File: config.mk
export PLATFORM = sky130hd
export DESIGN_NAME = deuc_decay
export DESIGN_NICKNAME = d
export VERILOG_FILES = /design/src/rtl/core/deuc_pkg.sv /design/src/rtl/core/deuc_decay.sv
export SDC_FILE = /design/constraint.sdc
export NUM_CORES = 1
export LEC_CHECK = 0
export ABC_AREA = 1
export BUFFER_PORTS_ARGS = -buffer_cell sky130_fd_sc_hd__buf_2
export CORE_ASPECT_RATIO = 0.5
export CORE_UTILIZATION = 55
export DETAILED_ROUTE_END_ITERATION = 8
export PLACE_DENSITY = 0.78
export SLEW_MARGIN = 20
export SYNTH_ARGS = -nofsm -noshare
export SYNTH_HDL_FRONTEND = slang
export SYNTH_SLANG_ARGS = --single-unit
File: constraint.sdc
create_clock -name clk_i -period 4.1 [get_ports clk_i]
set_input_delay 0.82 -clock clk_i [delete_from_list [all_inputs] [get_ports clk_i]]
set_output_delay 0.82 -clock clk_i [all_outputs]
set_load 0.1 [all_outputs]
File: src/rtl/core/deuc_pkg.sv
`default_nettype none

package deuc_pkg;

  // Default sizes of the counter bank
  localparam int unsigned MaxNodesDef   = 16;
  localparam int unsigned MaxExpertsDef = 64;

  // Field widths
  localparam int unsigned CmdW    = 2;
  localparam int unsigned SlotW   = 4;
  localparam int unsigned SizeW   = 7;
  localparam int unsigned EidW    = 6;
  localparam int unsigned MaskW   = 64;
  localparam int unsigned CountW  = 32;
  localparam int unsigned StatusW = 3;
  localparam int unsigned AlphaW  = 17;
  localparam int unsigned ProdW   = AlphaW + CountW;

  // Stream word widths, padded to whole bytes
  localparam int unsigned InDataW  = 120;
  localparam int unsigned OutDataW = 40;

  // Configuration port
  localparam int unsigned CfgIdxW  = 2;
  localparam int unsigned CfgDataW = 32;
  localparam logic [CfgIdxW-1:0] CfgDecay = 2'd0;
  localparam logic [CfgIdxW-1:0] CfgIncr  = 2'd1;

  // Q1.16 unity and beta reset value, both 1.0 at 16 fractional bits
  localparam logic [AlphaW-1:0] AlphaOne  = 17'd65536;
  localparam logic [CountW-1:0] BetaReset = 32'd65536;

  typedef enum logic [CmdW-1:0] {
    CMD_REGISTER = 2'd0,
    CMD_USAGE    = 2'd1,
    CMD_WRITE    = 2'd2,
    CMD_READ     = 2'd3
  } cmd_e;

  typedef enum logic [StatusW-1:0] {
    STATUS_OK      = 3'd0,
    STATUS_UNKNOWN = 3'd1,
    STATUS_RANGE   = 3'd2,
    STATUS_DUP     = 3'd3,
    STATUS_SAT     = 3'd4,
    STATUS_ZERO    = 3'd5
  } status_e;

  // Control that travels with a counter into the decay unit
  typedef struct packed {
    logic valid;
    logic used;
  } dcy_ctl_t;

  // Updated counter leaving the decay unit
  typedef struct packed {
    logic              valid;
    logic              sat;
    logic [CountW-1:0] value;
  } dcy_res_t;

endpackage

`default_nettype wire

File: src/rtl/core/deuc_decay.sv
`default_nettype none

module deuc_decay (
  input  logic                                clk_i,
  input  logic                                rst_ni,
  input  deuc_pkg::dcy_ctl_t                  ctl_i,
  input  logic [deuc_pkg::CountW-1:0]         count_i,
  input  logic [deuc_pkg::AlphaW-1:0]         alpha_i,
  input  logic [deuc_pkg::CountW-1:0]         beta_i,
  output deuc_pkg::dcy_res_t                  res_o
);

  import deuc_pkg::*;

  logic [ProdW-1:0]  prod_q;
  logic              used_q;
  logic              valid_q;
  logic [ProdW-1:0]  rounded_full;
  logic [CountW:0]   rounded;
  logic [CountW+1:0] sum;
  logic              sat;

  // Register the product of alpha and the counter
  always_ff @(posedge clk_i or negedge rst_ni) begin
    if (!rst_ni) begin
      valid_q <= 1'b0;
      used_q  <= 1'b0;
      prod_q  <= '0;
    end else begin
      valid_q <= ctl_i.valid;
      used_q  <= ctl_i.used;
      prod_q  <= ProdW'(alpha_i) * ProdW'(count_i);
    end
  end

  // Round to nearest, add beta for a used expert, saturate
  assign rounded_full = (prod_q + ProdW'(32768)) >> 16;
  assign rounded      = rounded_full[CountW:0];
  assign sum          = {1'b0, rounded} + {2'b00, (used_q ? beta_i : '0)};
  assign sat          = |sum[CountW+1:CountW];

  assign res_o.valid = valid_q;
  assign res_o.sat   = sat;
  assign res_o.value = sat ? '1 : sum[CountW-1:0];

endmodule

`default_nettype wire

==> impl_metrics.toml, run 1 <==
[cts]
holdBufCountCts = 0
tritoncts = "built"
cts_buf_count = 5
cts_root_buf = "sky130_fd_sc_hd__clkbuf_16"
max-clock-path-buffers = 2
htree_levels = 2
cts_sinks = 36
clkSlewWorstSetupHoldPaths_ns = 0.06

[sta]
final_min_period_over_clock_period_pct = 140
finalHoldViolCount = 0
maxSlewHeadroom_pct = 42.6
drv_slew = 0
slew_of_the_pin_with_the_lowest_slew_margin_ns = 0.860
setup_repair_after_global_routing_missed_its_margin = "yes"
finalCriticalPeriod_ns = 5.72
finalSetupTns_ns = -60.65
setup_violations = 67
max_freq_mhz = 175
layout_setup_ws_ns = -1.62

[layout]
layout_common_cells = "sky130_fd_sc_hd__nand2_1, sky130_fd_sc_hd__inv_1, sky130_fd_sc_hd__fa_1"
final_nets = 4366
multi_input_comb_area_sq_um = 20200
share_of_final_layout_standard_cells_stronger_than_drive_strength_1_pct = 26.3
seq_area_sq_um = 905
final.fill_count = 2714
most_common_cell_after_layout_fill_and_taps_aside = "sky130_fd_sc_hd__nand2_1"
areaGrowthSynthToFinish_pct = 33.0

[global_route]
grt_pass1_vias = 23820
grt_max_degree = 37
grt_remaining_overflow = 0
first_pass_grt_wire_length_mm = 121
groute.usage.overall_pct = 36.0
grt_antenna_before_repair = 3

[yosys]
synth-edff-count = 0
syn-cell-area_sq_um = 23000
post_synth_inst_count = 3309
yosys_register_bits = 36
yosysSeqAreaShare_pct = 3.92
post_synth_num_cell_types = 36
synthesis.area_per_instance_sq_um = 6.95
asyncSetResetFlopFracSynth_pct = 100
yosysWarnings = 0
synth.net_count = 3996
dominantRegCellSynth = "sky130_fd_sc_hd__dfrtp_1"

[placement]
detailedPlacementHpwl_mm = 57.4
gp_congestion = 0.948
place.port_buffers = 118

[setup_path]
worstPathArrival_ns = 5.90
critPathLaunchType = "input pin"
critPathMaxStageDelay_ns = 0.52
worstSetupEndpointType = "register"
largest_fanout_on_the_critical_path = 13
crit_path_top_cell_by_count = "sky130_fd_sc_hd__fa_1"
critical_path_class = "in -> reg"
critical_path.slowest_cell = "sky130_fd_sc_hd__fa_1"
worst-endpoint-required_ns = 4.28

[routing]
detail_route.wl_per_cell_um = 19.2
detailedRoute.firstPassIterationCount = 8
ant_nets = 0
drt_wl_total_mm = 81.1
total_via_count_in_the_routed_design = 23303
post_drt_via_cell_ratio = 5.52
remaining_drc_errors = 0
drtIter0Drc = 2284

[floorplanning]
chipWidth_um = 291
placeableCoreArea_sq_um = 40800
fp.dieH_um = 147
start_util_pct = 56.3
design.die.area_sq_um = 42700
pin_count = 119
placement_rows = 52

[job]
drv.max_cap_violation_count = 0

[run_status]
outcome = "finished with violations"
violations_in_the_final_reports = "setup timing"

[hold_path]
hold_class = "in -> async"
[per-stage QoR]
step           instances  cell area [sq um]  worst slack [ns]  hold slack (ns)  utilization [%]
2_1_floorplan       3309              24100             -1.39            0.524                -
3_3_place_gp        4146              27300             -2.11            0.929             67.0
3_5_place_dp        4146              27300             -2.14            0.936             67.0
4_1_cts             4198              29400             -1.45            0.642             72.2
5_1_grt             4222              30600             -1.76            0.640             74.9
6_report            4222              30600             -1.62            0.649             74.9
[area by class of cell]
class | instances | area share (%)
multi-input combinational | 2185 | 66.1
clock buffer | 5 | 0.409
sequential | 36 | 2.96
tap | 540 | 2.21
timing repair buffer | 488 | 16.3
inverter | 963 | 11.9
antenna | 2 | 0.0164
clock inverter | 3 | 0.0614
[cells by family (layout without fill, tap and decap cells)]
group | count (synthesis) | in the layout | share of synthesized area (%)
buf+inv | 1088 | 1459 | 18.0
simple gates | 1361 | 1361 | 24.4
flops | 36 | 36 | 3.92
fa+ha+maj | 602 | 602 | 47.4
xor+xnor | 67 | 67 | 2.55
compound gates | 155 | 155 | 3.72
other cells | 0 | 2 | 0
[worst max-delay path, delay by kind of cell]
kind                       cells  cell delay (ns)
buffers and inverters         10             1.08
adders and majority gates      7             3.16
and+or+nand+nor                7             0.62
AOI/OAI and AO/OA              1             0.21
[worst paths after layout]
check | startpoint | to | slack [ns]
max in group asynchronous | rst_ni | prod_q[18]$_DFF_PN0_ | 2.86
min in group clk_i | ctl_i[0] | used_q$_DFF_PN0_ | 0.65
worst max-delay path | alpha_i[15] | prod_q[40]$_DFF_PN0_ | -1.62
worst min-delay path | rst_ni | prod_q[40]$_DFF_PN0_ | 0.65
[repair_timing]
action,4_1_cts,5_1_grt
endpoints found under the setup margin,67,67
pin swaps,135,167
gates cloned,14,4
buffers inserted,33,20
endpoints found under the hold margin,0,0
gates resized for setup,376,256
[registers in the layout, indices dropped and copies added, names as in the netlist]
register and cells:
prod_q 34, valid_q 1, used_q 1
[synthesized netlist by cell type (14+ instances only)]
cell / number / area share (%)
sky130_fd_sc_hd__xor2_1: 53 / 2.0
sky130_fd_sc_hd__xnor2_1: 14 / 0.53
sky130_fd_sc_hd__inv_1: 962 / 16
sky130_fd_sc_hd__nand2_1: 1036 / 17
sky130_fd_sc_hd__nand3b_1: 28 / 0.91
sky130_fd_sc_hd__nand3_1: 73 / 1.6
sky130_fd_sc_hd__o21ai_0: 40 / 0.87
sky130_fd_sc_hd__ha_1: 154 / 8.4
sky130_fd_sc_hd__a21oi_1: 82 / 1.8
sky130_fd_sc_hd__nand4_1: 24 / 0.65
sky130_fd_sc_hd__clkbuf_1: 117 / 1.9
sky130_fd_sc_hd__dfrtp_1: 36 / 3.9
sky130_fd_sc_hd__nor2_1: 128 / 2.1
sky130_fd_sc_hd__fa_1: 448 / 39
sky130_fd_sc_hd__nor3_1: 24 / 0.52
[per-layer routing]
| layer | track usage, % | up-vias | share of wire [%] |
|---|---|---|---|
| met2 | 57.6 | 1596 | 44 |
| met3 | 7.78 | 478 | 12 |
| met5 | 0 | - | 0.016 |
| li1 | - | 10172 | - |
| met4 | 16.0 | 2 | 6.6 |
| met1 | 47.2 | 11055 | 37 |
Power of run 1 is left out: the tool's default activity adds up to more than one toggle a clock period on the data nets, which glitch-free logic cannot reach.
==> inputs of run 2 (changes only) <==
--- a/config.mk
+++ b/config.mk
@@ -9,6 +9,7 @@
 export BUFFER_PORTS_ARGS = -buffer_cell sky130_fd_sc_hd__buf_2
 export CORE_ASPECT_RATIO = 0.5
 export CORE_UTILIZATION = 55
+export CTS_BUF_LIST = sky130_fd_sc_hd__clkbuf_4 sky130_fd_sc_hd__clkbuf_8
 export DETAILED_ROUTE_END_ITERATION = 8
 export PLACE_DENSITY = 0.78
 export SLEW_MARGIN = 20
==> run 2 against run 1 <==
Effect of this change:
- worst setup slack worse by 0.22 ns
- global-route usage up 1.4 points
- highest routed layer unchanged
- the run ends with DRC, setup timing left
- non-clock buffer count rose by 43
- hold slack worse by 0.020 ns
- cell count grew 0.99%
- cell area up 2.1%
- first-iteration DRC count up 27%
- critical path depth is 2 lower
==> impl_metrics.toml, run 2 (synthesis results as in run 1) <==
[run_status]
outcome = "finished with violations"
violations_in_the_final_reports = "DRC, setup timing"

[routing]
remaining_drc_errors = 15
total_via_count_in_the_routed_design = 24172
drt_wl_total_mm = 88.3
detail_route.wl_per_cell_um = 20.7
drtIter0Drc = 2910
post_drt_via_cell_ratio = 5.67
ant_nets = 0
detailedRoute.firstPassIterationCount = 9

[sta]
slew_of_the_pin_with_the_lowest_slew_margin_ns = 0.864
setup_repair_after_global_routing_missed_its_margin = "yes"
maxSlewHeadroom_pct = 42.4
max_freq_mhz = 168
drv_slew = 0
finalCriticalPeriod_ns = 5.94
worst_hold_slack_ns = 0.628
layout_setup_ws_ns = -1.84
final_min_period_over_clock_period_pct = 145
finalHoldViolCount = 0
setup_violations = 67

[setup_path]
critPathLaunchType = "input pin"
worst-endpoint-required_ns = 4.29
worstSetupEndpointType = "register"
largest_fanout_on_the_critical_path = 9
critical_path_class = "in -> reg"
critPathMaxStageDelay_ns = 0.64
worst_path_dominant_cell_family = "adder cells"
critical_path.slowest_cell = "sky130_fd_sc_hd__fa_1"
worstPathArrival_ns = 6.13
crit_path_top_cell_by_count = "sky130_fd_sc_hd__fa_1"
path_cells = "buf_12, buf_8, nand2_1, fa_1, inv_2, fa_1, inv_2, fa_1, inv_1, fa_1, fa_1, inv_1, fa_1, inv_2, ha_4, nand2_4, inv_1, a21boi_4, and2_4, o21a_1, nand3_2, nand2_1, nand2_1"
critical_path.n_buffers_inverters = 8

[cts]
cts_root_buf = "sky130_fd_sc_hd__clkbuf_8"
holdBufCountCts = 0
clkSlewWorstSetupHoldPaths_ns = 0.09
max-clock-path-buffers = 2
tritoncts = "built"
cts_buf_count = 5
cts_sinks = 36
htree_levels = 2

[global_route]
grt_antenna_before_repair = 1
groute.usage.overall_pct = 37.4
grt_max_degree = 37
grt_pass1_vias = 24294
grt_remaining_overflow = 0
first_pass_grt_wire_length_mm = 125

[layout]
share_of_final_layout_standard_cells_stronger_than_drive_strength_1_pct = 28.3
largest_register_ffs = 34
layout_common_cells = "sky130_fd_sc_hd__nand2_1, sky130_fd_sc_hd__inv_1, sky130_fd_sc_hd__fa_1"
final.fill_count = 2544
final_nets = 4409
most_common_cell_after_layout_fill_and_taps_aside = "sky130_fd_sc_hd__nand2_1"
areaGrowthSynthToFinish_pct = 35.8
post-route-cell-area_sq_um = 31200
top_register = "prod_q"
instances_no_fill = 4264
largest_registers = "prod_q: 34 flops, used_q: 1 flops, valid_q: 1 flops"

[placement]
place.port_buffers = 118
gp_congestion = 0.948
place.detailed.instances = 4146
postPlaceCellArea_sq_um = 27300
detailedPlacementHpwl_mm = 57.4

[floorplanning]
placement_rows = 52
chipWidth_um = 291
start_util_pct = 56.3
design.die.area_sq_um = 42700
pin_count = 119
fp.dieH_um = 147
placeableCoreArea_sq_um = 40800

[hold_path]
hold_class = "in -> async"

[job]
drv.max_cap_violation_count = 0
## run 2: cell count changes in the layout (fill, tap and decap cells not counted), moves of 6 or more
cell	change
sky130_fd_sc_hd__fa_1	-11
sky130_fd_sc_hd__nor2_1	-6
sky130_fd_sc_hd__inv_2	+16
sky130_fd_sc_hd__buf_6	+14
sky130_fd_sc_hd__inv_1	-17
sky130_fd_sc_hd__nor2_4	+6
sky130_fd_sc_hd__clkbuf_16	-7
sky130_fd_sc_hd__fa_2	+11
sky130_fd_sc_hd__buf_16	+6
sky130_fd_sc_hd__buf_4	+23
## run 2: area by class of cell
type | count | area, sq um | area share [%]
Clock inverter | 3 | 18.8 | 0.0601
Sequential cell | 36 | 905 | 2.90
Tap cell | 540 | 676 | 2.17
Antenna cell | 1 | 2.50 | 0.00802
Clock buffer | 5 | 68.8 | 0.221
Multi-Input combinational cell | 2185 | 20400 | 65.4
Inverter | 963 | 3620 | 11.6
Timing Repair Buffer | 531 | 5500 | 17.6
## run 2: metrics by stage
step	utilization (%)	setup WS, ns	setup TNS (ns)
3_5_place_dp	67.0	-2.14	-68.64
5_1_grt	76.5	-1.88	-77.47
6_report	76.5	-1.84	-68.62
2_1_floorplan	-	-1.39	-44.53
4_1_cts	73.5	-1.41	-58.38
3_3_place_gp	67.0	-2.11	-66.30
## run 2: worst paths after layout
path                       depth (start not counted)                    to  slack, ns        from
worst max-delay path                              23  prod_q[41]$_DFF_PN0_      -1.84  alpha_i[3]
worst min-delay path                               1  prod_q[40]$_DFF_PN0_       0.63      rst_ni
max in group asynchronous                          1  prod_q[18]$_DFF_PN0_       2.88      rst_ni
min in group clk_i                                 1      used_q$_DFF_PN0_       0.63    ctl_i[0]
## run 2: per-layer routing
layer  GRT usage (%)  part of all wire (%)
met4            18.3                   6.9
met1            48.4                    35
met5               0                 0.082
met3            7.96                    14
met2            60.2                    44
## run 2: timing repair
item / 4_1_cts / 5_1_grt
cloned: 18 / 2
resized for setup: 437 / 289
setup buffers: 66 / 31
pin swaps: 137 / 211
endpoints found under the setup margin: 67 / 67
Power of run 2 is left out for the same reason.
